[config.mk]
export PLATFORM = sky130hd
export DESIGN_NAME = dmx_slot_capture_receiver
export DESIGN_NICKNAME = d
export VERILOG_FILES = /design/src/rtl/dscr_pkg.sv /design/src/rtl/dmx_slot_capture_receiver.sv
export SDC_FILE = /design/constraint.sdc
export NUM_CORES = 1
export LEC_CHECK = 0
export CORE_UTILIZATION = 35
export CTS_BUF_LIST = sky130_fd_sc_hd__clkbuf_4
export DETAILED_ROUTE_END_ITERATION = 12
export DONT_BUFFER_PORTS = 1
export GPL_TIMING_DRIVEN = 0
export SYNTH_ARGS = -nofsm -noshare
export SYNTH_HDL_FRONTEND = slang
export SYNTH_SLANG_ARGS = --single-unit
[constraint.sdc]
create_clock -name clock -period 24.9 [get_ports clock]
set_clock_uncertainty 0.1 [all_clocks]
set_input_delay 3.735 -clock clock [delete_from_list [all_inputs] [get_ports clock]]
set_output_delay 3.735 -clock clock [all_outputs]
set_load 0.005 [all_outputs]
[src/rtl/dscr_pkg.sv]
// Shared types and constants for the DMX512 slot capture receiver.
// Used by dmx_slot_capture_receiver; depends on nothing else.

package dscr_pkg;

   localparam int unsigned SLOT_W       = 10;
   localparam int unsigned BYTE_W       = 8;
   localparam int unsigned TIMER_W      = 10;
   localparam int unsigned FRAMES_W     = 2;
   localparam int unsigned NUM_LEVELS   = 4;
   localparam int unsigned CSR_INDEX_W  = 3;
   localparam int unsigned CSR_DATA_W   = 10;

   typedef logic [SLOT_W-1:0]   slot_type;
   typedef logic [BYTE_W-1:0]   byte_type;
   typedef logic [TIMER_W-1:0]  timer_type;
   typedef logic [FRAMES_W-1:0] frames_type;
   typedef logic [CSR_INDEX_W-1:0] csr_index_type;
   typedef logic [CSR_DATA_W-1:0]  csr_data_type;

   localparam csr_index_type REG_SLOT_ADDRESS_A = 3'd0;
   localparam csr_index_type REG_SLOT_ADDRESS_B = 3'd1;
   localparam csr_index_type REG_SLOT_ADDRESS_C = 3'd2;
   localparam csr_index_type REG_SLOT_ADDRESS_D = 3'd3;
   localparam csr_index_type REG_LOSS_LIMIT_MS  = 3'd4;

   localparam slot_type   SLOT_A_RESET     = 10'd1;
   localparam slot_type   SLOT_B_RESET     = 10'd2;
   localparam slot_type   SLOT_C_RESET     = 10'd3;
   localparam slot_type   SLOT_D_RESET     = 10'd4;
   localparam timer_type  LOSS_LIMIT_RESET = 10'd500;

   localparam byte_type   NULL_START       = 8'h00;
   localparam timer_type  LOSS_SAT         = 10'd1000;
   localparam frames_type FRAMES_FOR_READY = 2'd3;

   localparam logic FUNC_BYTE = 1'b0;
   localparam logic FUNC_TICK = 1'b1;

endpackage

[src/rtl/dmx_slot_capture_receiver.sv]
// DMX512 receiver top level: break and start-code tracking, slot patching and
// signal-loss supervision. Depends on dscr_pkg.
//
// Each item is one received UART byte with its overrun and framing flags, or a
// one-millisecond tick, and produces exactly one result item carrying the four
// captured levels, the ready flag and a frame-end marker. An item is taken into
// an input register, and all of its work (slot compare against the four patch
// addresses, end-of-frame detection, frame counting and loss timer update) is
// done combinationally on its way into the result register, so one item per
// cycle is sustained while rsp_ready does not stall the result register. The
// configuration port is always ready and takes effect on the next item.

module dmx_slot_capture_receiver #(
   parameter int unsigned CHANNELS = 4,
   parameter int unsigned MAX_SLOT = 512
) (
   input  logic                    clock,
   input  logic                    reset,

   input  logic                    req_valid,
   output logic                    req_ready,
   input  logic                    req_func,
   input  dscr_pkg::byte_type      req_rx_byte,
   input  logic                    req_overrun_error,
   input  logic                    req_framing_error,

   output logic                    rsp_valid,
   input  logic                    rsp_ready,
   output dscr_pkg::byte_type      rsp_level_a,
   output dscr_pkg::byte_type      rsp_level_b,
   output dscr_pkg::byte_type      rsp_level_c,
   output dscr_pkg::byte_type      rsp_level_d,
   output logic                    rsp_signal_ready,
   output logic                    rsp_frame_end,

   input  logic                    csr_valid,
   output logic                    csr_ready,
   input  dscr_pkg::csr_index_type csr_index,
   input  dscr_pkg::csr_data_type  csr_data
);

   import dscr_pkg::*;

   typedef enum logic [1:0] {
      PH_WAIT_BREAK = 2'd0,
      PH_WAIT_START = 2'd1,
      PH_RECEIVING  = 2'd2
   } phase_type;

   localparam slot_type MAX_SLOT_V = SLOT_W'(MAX_SLOT);

   slot_type   slot_addr_ff [NUM_LEVELS];
   timer_type  loss_limit_ff;

   logic       in_valid_ff;
   logic       in_func_ff;
   byte_type   in_byte_ff;
   logic       in_oerr_ff;
   logic       in_ferr_ff;

   phase_type  phase_ff,   phase_in;
   slot_type   counter_ff, counter_in;
   byte_type   level_ff    [NUM_LEVELS];
   byte_type   level_in    [NUM_LEVELS];
   frames_type frames_ff,  frames_in;
   logic       ready_ff,   ready_in;
   timer_type  timer_ff,   timer_in;
   logic       done_in;

   logic       out_valid_ff;
   byte_type   out_level_ff [NUM_LEVELS];
   logic       out_ready_ff;
   logic       out_done_ff;

   logic       advance;
   slot_type   end_slot;

   assign advance   = in_valid_ff && (!out_valid_ff || rsp_ready);
   assign req_ready = !in_valid_ff || advance;
   assign csr_ready = 1'b1;

   always_comb begin
      end_slot = '0;
      for (int i = 0; i < NUM_LEVELS; i++) begin
         if (i < CHANNELS && slot_addr_ff[i] > end_slot) begin
            end_slot = slot_addr_ff[i];
         end
      end
      if (end_slot > MAX_SLOT_V) begin
         end_slot = MAX_SLOT_V;
      end
   end

   always_comb begin
      phase_in   = phase_ff;
      counter_in = counter_ff;
      level_in   = level_ff;
      frames_in  = frames_ff;
      ready_in   = ready_ff;
      timer_in   = timer_ff;
      done_in    = 1'b0;

      if (in_func_ff == FUNC_TICK) begin
         if (timer_ff < LOSS_SAT) begin
            timer_in = timer_ff + 1'b1;
         end
      end else if (in_oerr_ff) begin
         phase_in   = PH_WAIT_BREAK;
         counter_in = '0;
         frames_in  = '0;
         ready_in   = 1'b0;
      end else if (in_ferr_ff) begin
         phase_in   = PH_WAIT_START;
         counter_in = '0;
      end else begin
         unique case (phase_ff)
            PH_WAIT_START: begin
               if (in_byte_ff == NULL_START) begin
                  phase_in   = PH_RECEIVING;
                  counter_in = SLOT_W'(1);
               end else begin
                  phase_in  = PH_WAIT_BREAK;
                  frames_in = '0;
                  ready_in  = 1'b0;
               end
            end
            PH_RECEIVING: begin
               for (int i = 0; i < NUM_LEVELS; i++) begin
                  if (i < CHANNELS && counter_ff == slot_addr_ff[i]) begin
                     level_in[i] = in_byte_ff;
                  end
               end
               if (counter_ff >= end_slot) begin
                  timer_in = '0;
                  if (frames_ff < FRAMES_FOR_READY) begin
                     frames_in = frames_ff + 1'b1;
                  end
                  if (frames_in >= FRAMES_FOR_READY) begin
                     ready_in = 1'b1;
                  end
                  phase_in = PH_WAIT_BREAK;
                  done_in  = 1'b1;
               end
               counter_in = counter_ff + 1'b1;
            end
            default: begin
            end
         endcase
      end

      if (timer_in >= loss_limit_ff) begin
         ready_in = 1'b0;
      end
   end

   always_ff @(posedge clock) begin
      if (reset) begin
         slot_addr_ff[0] <= SLOT_A_RESET;
         slot_addr_ff[1] <= SLOT_B_RESET;
         slot_addr_ff[2] <= SLOT_C_RESET;
         slot_addr_ff[3] <= SLOT_D_RESET;
         loss_limit_ff   <= LOSS_LIMIT_RESET;
      end else if (csr_valid && csr_ready) begin
         unique case (csr_index)
            REG_SLOT_ADDRESS_A: slot_addr_ff[0] <= csr_data;
            REG_SLOT_ADDRESS_B: slot_addr_ff[1] <= csr_data;
            REG_SLOT_ADDRESS_C: slot_addr_ff[2] <= csr_data;
            REG_SLOT_ADDRESS_D: slot_addr_ff[3] <= csr_data;
            REG_LOSS_LIMIT_MS:  loss_limit_ff   <= csr_data;
            default: begin
            end
         endcase
      end
   end

   always_ff @(posedge clock) begin
      if (reset) begin
         in_valid_ff <= 1'b0;
      end else if (req_ready) begin
         in_valid_ff <= req_valid;
      end
   end

   always_ff @(posedge clock) begin
      if (req_valid && req_ready) begin
         in_func_ff <= req_func;
         in_byte_ff <= req_rx_byte;
         in_oerr_ff <= req_overrun_error;
         in_ferr_ff <= req_framing_error;
      end
   end

   always_ff @(posedge clock) begin
      if (reset) begin
         phase_ff   <= PH_WAIT_BREAK;
         counter_ff <= '0;
         level_ff   <= '{default: '0};
         frames_ff  <= '0;
         ready_ff   <= 1'b0;
         timer_ff   <= '0;
      end else if (advance) begin
         phase_ff   <= phase_in;
         counter_ff <= counter_in;
         level_ff   <= level_in;
         frames_ff  <= frames_in;
         ready_ff   <= ready_in;
         timer_ff   <= timer_in;
      end
   end

   always_ff @(posedge clock) begin
      if (reset) begin
         out_valid_ff <= 1'b0;
      end else if (advance) begin
         out_valid_ff <= 1'b1;
      end else if (rsp_ready) begin
         out_valid_ff <= 1'b0;
      end
   end

   always_ff @(posedge clock) begin
      if (advance) begin
         for (int i = 0; i < NUM_LEVELS; i++) begin
            out_level_ff[i] <= (i < CHANNELS) ? level_in[i] : '0;
         end
         out_ready_ff <= ready_in;
         out_done_ff  <= done_in;
      end
   end

   assign rsp_valid        = out_valid_ff;
   assign rsp_level_a      = out_level_ff[0];
   assign rsp_level_b      = out_level_ff[1];
   assign rsp_level_c      = out_level_ff[2];
   assign rsp_level_d      = out_level_ff[3];
   assign rsp_signal_ready = out_ready_ff;
   assign rsp_frame_end    = out_done_ff;

endmodule
Yosys cells after proc, flatten, opt, wreduce, memory -nomap -nowiden
Memories as Yosys holds them, arrays and structs flattened.
Cells that the tools add are included.
- $add $sub $neg: 3
- $lt $le $gt $ge: 10
- equal/unequal tests: 15
- multiplexer cells: 74
- bitwise gates (word level): 6
- reduce and logical (&&, ||, !) cells: 16
- operator list (operator ; number):
    $mux W10 ; 18
    $mux W32 ; 4
    $eq A10 B10 Y1 ; 4
    $mux W8 ; 4
    $gt A10 B10 Y1 ; 3
    $mux W1 ; 30
    $mux W2 ; 14
    $add A10 B1 Y10 const B ; 2
    $ge A10 B10 Y1 ; 2
    $pmux W10 S2 ; 1
    $gt A10 B1 Y1 const B ; 1
    $gt A10 B10 Y1 const B ; 1
    $lt A10 B10 Y1 const B ; 1
    $logic_not A8 Y1 ; 1
    $ne A4 B4 Y1 const B ; 2
    $pmux W2 S2 ; 2
    $reduce_and A4 Y1 ; 2
    $eq A3 B2 Y1 const B ; 2
    $ne A3 B3 Y1 const B ; 2
    $reduce_and A6 Y1 ; 1
    $or A1 B1 Y1 ; 4
    $reduce_bool A4 Y1 ; 1
    $reduce_or A4 Y1 ; 1
    $eq A3 B1 Y1 const B ; 1
    16 further kinds ; 20
- flip-flop bits (word level): 82
- RAM bits: 72
- input port bits: 29
- output and inout bits: 37
- logic and storage cells: 144
- memories: 2
- memories (name ; words ; bits a word ; read ports ; clocked after memory_dff ; wr ports ; RTL line ; text):
    slot_addr_ff ; 4 ; 10 ; 4 ; 0 ; 4 ; dmx_slot_capture_receiver.sv:52 ; slot_type slot_addr_ff [NUM_LEVELS];
    out_level_ff ; 4 ; 8 ; 4 ; 0 ; 4 ; dmx_slot_capture_receiver.sv:71 ; byte_type out_level_ff [NUM_LEVELS];

Logic depth before layout (Yosys ltp)
Gate-level depths: netlist (run 1).
An unclocked memory read counts as a cell.
- word-level depth: 25
- depth in mapped cells: 43
- depth with buffers taken out: 39

Worst setup path after synthesis (run 1)
OpenSTA, ideal clock, no wires.
- path kind: register to register
- start point: memory slot_addr_ff[1][5] (netlist bit)
- end point: register ready_ff
- data arrival time: 8.101 ns
- setup slack: 16.629 ns
- stages on the path, launching flop included: 42
- path buffers: 5
- cells stage by stage: edfxtp_1 -> ha_1 -> nand4_1 -> a211oi_1 -> a2111o_1 -> and2_1 -> clkbuf_1 -> nand2_1 -> and2_1 -> ha_1 -> nor2b_1 -> o2111a_1 -> a2111oi_0 -> a31o_1 -> buf_4 -> buf_2 -> mux2_2 -> ha_1 -> [6 not listed] -> nand2_1 -> o211a_1 -> ha_1 -> nand2b_1 -> a21oi_1 -> o21bai_1 -> o311a_1 -> o21ai_2 -> nand3_1 -> o21ai_0 -> ha_1 -> a21o_1 -> a2111oi_0 -> o21ai_0 -> a41oi_1 -> o311a_1 -> nand2_1 -> a21oi_1
- RTL lines (what ; RTL line ; text):
    start, declared ; dmx_slot_capture_receiver.sv:52 ;
    end signal, assigned ; dmx_slot_capture_receiver.sv:206 ; ready_ff <= ready_in;
    end, declared ; dmx_slot_capture_receiver.sv:66 ; logic ready_ff, ready_in;

==> impl_metrics.tcl, run 1 <==
set metrics [dict create \
    ys_seq_elements 154 \
    powerDensity_nw_per_um2 61.7 \
    synth_top_cell_area_share_pct 29.9 \
    crit_end "ready_ff" \
    crit_type "reg -> reg" \
    arrival_ns 10.28 \
    fin_nets 945 \
    cp_top_family "compound AO/OA/AOI/OAI gates" \
    synth_edf_count 85 \
    rsz0062_at_grt "no" \
    synthToLayoutAreaGrowth_pct 8.38 \
    crit_path_start "slot_addr_ff[0][9]" \
    ys_async_sr_fraction_pct 0 \
    yosysTopAreaCell "edfxtp_1" \
    cts_resized 0 \
    ys_seq_area_share_pct 46.1 \
    fin_crit_ns 9.88 \
    multi_input_area_um2 4280 \
    drt_iter0_drc 441 \
    final_antenna_net_count 0 \
    syn_inst 843 \
    seq_area_um2 3930 \
    grt.overflow.total 0 \
    fin_total_pwr_w 0.000571 \
    post_cts_buffers 0 \
    worstHoldStart "loss_limit_ff[9]" \
    final_cell_mix "edfxtp_1 (85), nand2_1 (69), dfxtp_1 (69)" \
    track_usage_pct 17.1 \
    startpoint_type "flop" \
    core_area_um2 23700 \
    synth_area_leaders "edfxtp_1 (30%), dfxtp_1 (16%), ha_1 (7.9%)" \
    grt_start_max_net_pins 41 \
    pin_count 66 \
    htree_levels 4 \
    portBuffers 0 \
    setup-violations-final 0 \
    synth_area_um2 8540 \
    cts_buffer_depth 2 \
    relSlewSlack_pct 39.8 \
    gp_congestion 0.858 \
    cp.required_ns 25.30 \
    max_stage_delay_ns 0.47 \
    drt-pass1-iter-count 5 \
    hpwl_mm 15.3 \
    cts_inserted_buffers 17 \
    wirelength_mm 20.6 \
    wl_per_cell_um 17.3 \
    chipHeight_um 158 \
    drive_above_1_share_pct 9.83 \
    ir_worst_vdd_mv 0.0302 \
    hold_buffers 0 \
    cts_tree "built" \
    grt_pass1_wl_mm 32.0 \
    final_common_cell "edfxtp_1" \
    yosys_most_used_dff "edfxtp_1" \
    syn_nets 926 \
    drc 0 \
    r2r_start "slot_addr_ff[0][9]" \
    die_width_um 158 \
    regToRegSetupSlack_ns 15.02 \
    fmax_mhz 101 \
    maxCapViolations 0 \
    die-area_um2 25000 \
    outcome "complete, no violations" \
    clk_latency_ns 0.56 \
    antenna_found_initial 1 \
    cts_root_buffer "clkbuf_4" \
    p_leak_nw 3.78 \
    core.rowCount 56 \
    ys_types 62 \
    r2r_end "ready_ff" \
    cp_max_fo 10 \
    fillers 2399 \
    setup_tns_ns 0 \
    cts.sinks 154 \
    viasPerCell 5.19 \
    yosysWarnings 0 \
    hold_viol 0 \
    start_util_pct 36.1 \
    slowest_stage "edfxtp_1" \
    critical_path_buf_inv_count 6 \
    grt_pass1_vias 5854 \
    syn_area_per_cell_um2 10.1 \
    crit_cells 43 \
    hold_path.class "reg -> reg" \
    path_clk_slew_ns 0.15 \
    reg2regPathDepth 43 \
    drv_slew 0 \
    end_kind "flop" \
    post-route-period-util_pct 39.7 \
    via_count 6202 \
    tightestPinTransition_ns 0.902 \
]
[layout make-up]
cell class                      count  area share [%]
Antenna cell                        1          0.0270
Buffer                             39            1.70
Clock buffer                       17            1.38
Clock inverter                     15            2.01
Inverter                           44            1.78
Multi-Input combinational cell    606            46.3
Sequential cell                   154            42.5
Tap cell                          319            4.31
[metrics by stage]
step                utilization [%]  std cells  hold WS (ns)  setup slack [ns]  area [um2]
floorplan                         -        843         0.336             16.63        8540
global placement               37.7       1162         0.345             15.09        8940
detailed placement             37.7       1162         0.357             15.07        8940
CTS                            39.1       1194         0.376             15.01        9250
global route                   39.1       1195         0.398             14.04        9250
finish                         39.1       1195         0.370             15.02        9250
[Yosys cell counts (3+ instances only)]
cell	count
nand4_1	18
inv_1	43
a31o_2	4
xor2_1	3
nor3_4	4
xnor2_1	44
o21a_1	3
mux2_2	33
o21ai_1	4
o211a_1	34
and2_1	46
nor2b_1	5
edfxtp_1	85
nand2b_1	43
ha_1	54
a21o_1	4
or3_1	3
a31oi_1	8
nand2_1	69
and3_1	5
clkbuf_1	32
a211oi_1	7
nor2_1	47
dfxtp_1	69
and4_1	3
buf_2	3
nor4_1	5
o21ai_0	44
o211ai_1	6
a2111oi_0	4
a21oi_1	35
nand3_1	24
nor3_1	13
[power by group]
part	switching (W)	total (W)	internal (W)
clock network	0.000104	0.000160	0.0000556
registers	0.0000116	0.000294	0.000282
logic	0.0000676	0.000117	0.0000494
[tightest hold or removal path, delay by kind of cell (launching register included)]
family             cells  cell delay [ns]
AOI/OAI and AO/OA      1             0.05
DFF                    1             0.33
and+or+nand+nor        1             0.05
[cell families after synthesis]
family	count (synthesis)	synth area share [%]
AO/OA/AOI/OAI	177	14.5
XOR/XNOR	47	4.82
adder cells (fa/ha/maj)	54	7.91
buffers and inverters	83	3.78
flip-flops	154	46.1
multiplexers	37	4.94
other	1	0.0439
AND/OR/NAND/NOR	290	17.9
[worst min path at each step]
stage / endpoint / slack (ns) / cells past startpoint
floorplan: loss_limit_ff[1] / 0.34 / 2
global placement: loss_limit_ff[9] / 0.34 / 2
detailed placement: loss_limit_ff[9] / 0.36 / 2
CTS: loss_limit_ff[9] / 0.38 / 2
global route: loss_limit_ff[1] / 0.40 / 2
finish: loss_limit_ff[9] / 0.37 / 2
[routing by layer]
metal  up-vias  track usage, %  share of wire [%]
met1      2982            22.5                 47
li1       3082               -                  -
met2       110            28.2                 48
met3        28            2.55                2.5
met4         0            6.14                2.2
met5         -               0                  0
[state kept, by name (all words and copies together) (netlist names)]
signal	flops
rsp_valid	1
in_byte_ff	8
timer_ff	10
rsp_signal_ready	1
in_valid_ff	1
in_func_ff	1
ready_ff	1
in_oerr_ff	1
phase_ff	2
level_ff	32
in_ferr_ff	1
loss_limit_ff	10
out_level_ff	32
frames_ff	2
rsp_frame_end	1
counter_ff	10
slot_addr_ff	40
Power figures use the tool's default switching activity.
==> run 2, diff against run 1 <==
clock period = 10.1 ns   (was 24.9 ns; I/O delays follow)
==> impl_metrics.tcl, run 2 (same netlist as run 1, synthesis figures left out) <==
set metrics [dict create \
    outcome "complete, no violations" \
    chipHeight_um 158 \
    cts.sinks 154 \
    die_width_um 158 \
    arrival_ns 9.69 \
    switchingPower_w 0.000453 \
    r2r_end "ready_ff" \
    die-area_um2 25000 \
    regToRegSetupSlack_ns 0.82 \
    top_register "slot_addr_ff" \
    holdPathEnd "loss_limit_ff[9]" \
    portBuffers 0 \
    r2r_start "slot_addr_ff[1][5]" \
    wirelength_mm 20.8 \
    fin_total_pwr_w 0.00141 \
    met2_length_mm 9.91 \
    multi_input_area_um2 4290 \
    fillers 2397 \
    postPlaceCellArea_um2 8940 \
    combPwrFrac_pct 20.6 \
    grt.overflow.total 0 \
    drv_slew 0 \
    maxCapViolations 0 \
    top_layer "met4" \
    wl_met3_um 545 \
    powerDensity_nw_per_um2 152 \
    worstHoldPathCells 2 \
    cp_max_fo 10 \
    fin_nets 946 \
    intPower_w 0.000956 \
    startpoint_type "flop" \
    largest_reg_flops 40 \
    gp_congestion 0.858 \
    crit_type "reg -> reg" \
    clk_latency_ns 0.58 \
    hold_path.class "reg -> reg" \
    p_clk_share_pct 28.0 \
    fin_crit_ns 9.28 \
    seq_area_um2 3930 \
    critical_path_buf_inv_count 3 \
    viasPerCell 5.18 \
    p_leak_nw 3.79 \
    fmax_mhz 108 \
    cts_inserted_buffers 17 \
    ir_worst_vdd_mv 0.0745 \
    setup-violations-final 0 \
    final_antenna_net_count 0 \
    switching_share_pct 32.2 \
    final_common_cell "edfxtp_1" \
    reg_top3 "slot_addr_ff: 40 flops, level_ff: 32 flops, out_level_ff: 32 flops" \
    track_usage_pct 17.1 \
    cp_top_family "compound AO/OA/AOI/OAI gates" \
    rsz0062_at_grt "no" \
    cp.required_ns 10.50 \
    slowest_stage "edfxtp_1" \
    cts_root_buffer "clkbuf_4" \
    grt_pass1_wl_mm 32.0 \
    core.rowCount 56 \
    drt-pass1-iter-count 5 \
    seq_power_share_pct 51.4 \
    hold_viol 0 \
    synthToLayoutAreaGrowth_pct 8.63 \
    drt_iter0_drc 437 \
    design_area_um2 9280 \
    drive_above_1_share_pct 10.4 \
    max_stage_delay_ns 0.49 \
    hpwl_mm 15.3 \
    relSlewSlack_pct 39.7 \
    core_area_um2 23700 \
    cts_tree "built" \
    worstHoldStart "loss_limit_ff[9]" \
    grt_pass1_vias 5854 \
    fin_hold_ws_ns 0.370 \
    tightestPinTransition_ns 0.904 \
    path_clk_slew_ns 0.15 \
    cts_buffer_depth 2 \
    grt_start_max_net_pins 41 \
    start_util_pct 36.1 \
    reg2regPathDepth 39 \
    met1_length_mm 9.88 \
    post-route-period-util_pct 91.9 \
    wl_per_cell_um 17.4 \
    htree_levels 4 \
    end_kind "flop" \
    via_count 6201 \
    antenna_found_initial 1 \
    post-route-util_pct 39.2 \
    final_cell_mix "edfxtp_1 (85), nand2_1 (69), dfxtp_1 (69)" \
    setup_tns_ns 0 \
    pin_count 66 \
    drc 0 \
]
[run 2: cell types whose count changed in the layout (fill, tap and decap cells not counted)]
cell,change
a2111oi_1,+1
o21ai_2,-1
o21ai_4,+1
clkbuf_1,-4
a2111oi_0,-1
clkbuf_2,+3
buf_4,+1
buf_2,+1
[run 2: worst reg2reg max path: cells and delay by family, from the launching register on]
family	cells	cell delay, ns
adders and majority gates	5	1.51
AOI/OAI and AO/OA	23	5.12
buffers and inverters	3	0.60
and+or+nand+nor	7	1.08
muxes	1	0.36
DFF	1	0.49
[run 2: what timing repair did]
item	CTS	global route
hold buffers	0	0
buffers inserted	0	2
resized for setup	0	8
endpoints found under the setup margin	0	2
[run 2: worst max-delay path by stage]
stage / start / cells after the start / to / slack [ns]
floorplan: slot_addr_ff[1][5] / 41 / ready_ff / 1.83
global placement: slot_addr_ff[0][9] / 42 / ready_ff / 0.29
detailed placement: slot_addr_ff[0][9] / 42 / ready_ff / 0.27
CTS: slot_addr_ff[0][9] / 42 / ready_ff / 0.21
global route: slot_addr_ff[0][9] / 41 / ready_ff / 0.04
finish: slot_addr_ff[1][5] / 39 / ready_ff / 0.82
[run 2: metrics by stage]
step / setup slack (ns) / cells
final: 0.818 / 1196
after floorplan: 1.83 / 843
after global routing: 0.0448 / 1196
after CTS: 0.211 / 1194
after global placement: 0.290 / 1162
after detailed placement: 0.266 / 1162
[run 2: power by group through the flow]
stage                     Clock (W)  Combinational, W  Sequential (W)
after floorplan                   0          0.000225        0.000725
after global placement            0          0.000283        0.000737
after detailed placement          0          0.000287        0.000738
after CTS                  0.000405          0.000289        0.000724
after global routing       0.000430          0.000332        0.000728
final                      0.000394          0.000290        0.000724
[run 2: area by class of cell]
cell class | count | share of cell area (%)
Sequential cell | 154 | 42.4
Inverter | 44 | 1.78
Timing Repair Buffer | 2 | 0.135
Clock buffer | 17 | 1.38
Antenna cell | 1 | 0.0270
Multi-Input combinational cell | 606 | 46.3
Clock inverter | 15 | 2.01
Buffer | 38 | 1.70
Tap cell | 319 | 4.30
[run 2: routing by layer]
metal | vias to the layer above | GRT usage, %
met5 | - | 0
met4 | 0 | 6.14
met3 | 28 | 2.55
met2 | 114 | 28.2
met1 | 2967 | 22.5
li1 | 3092 | -
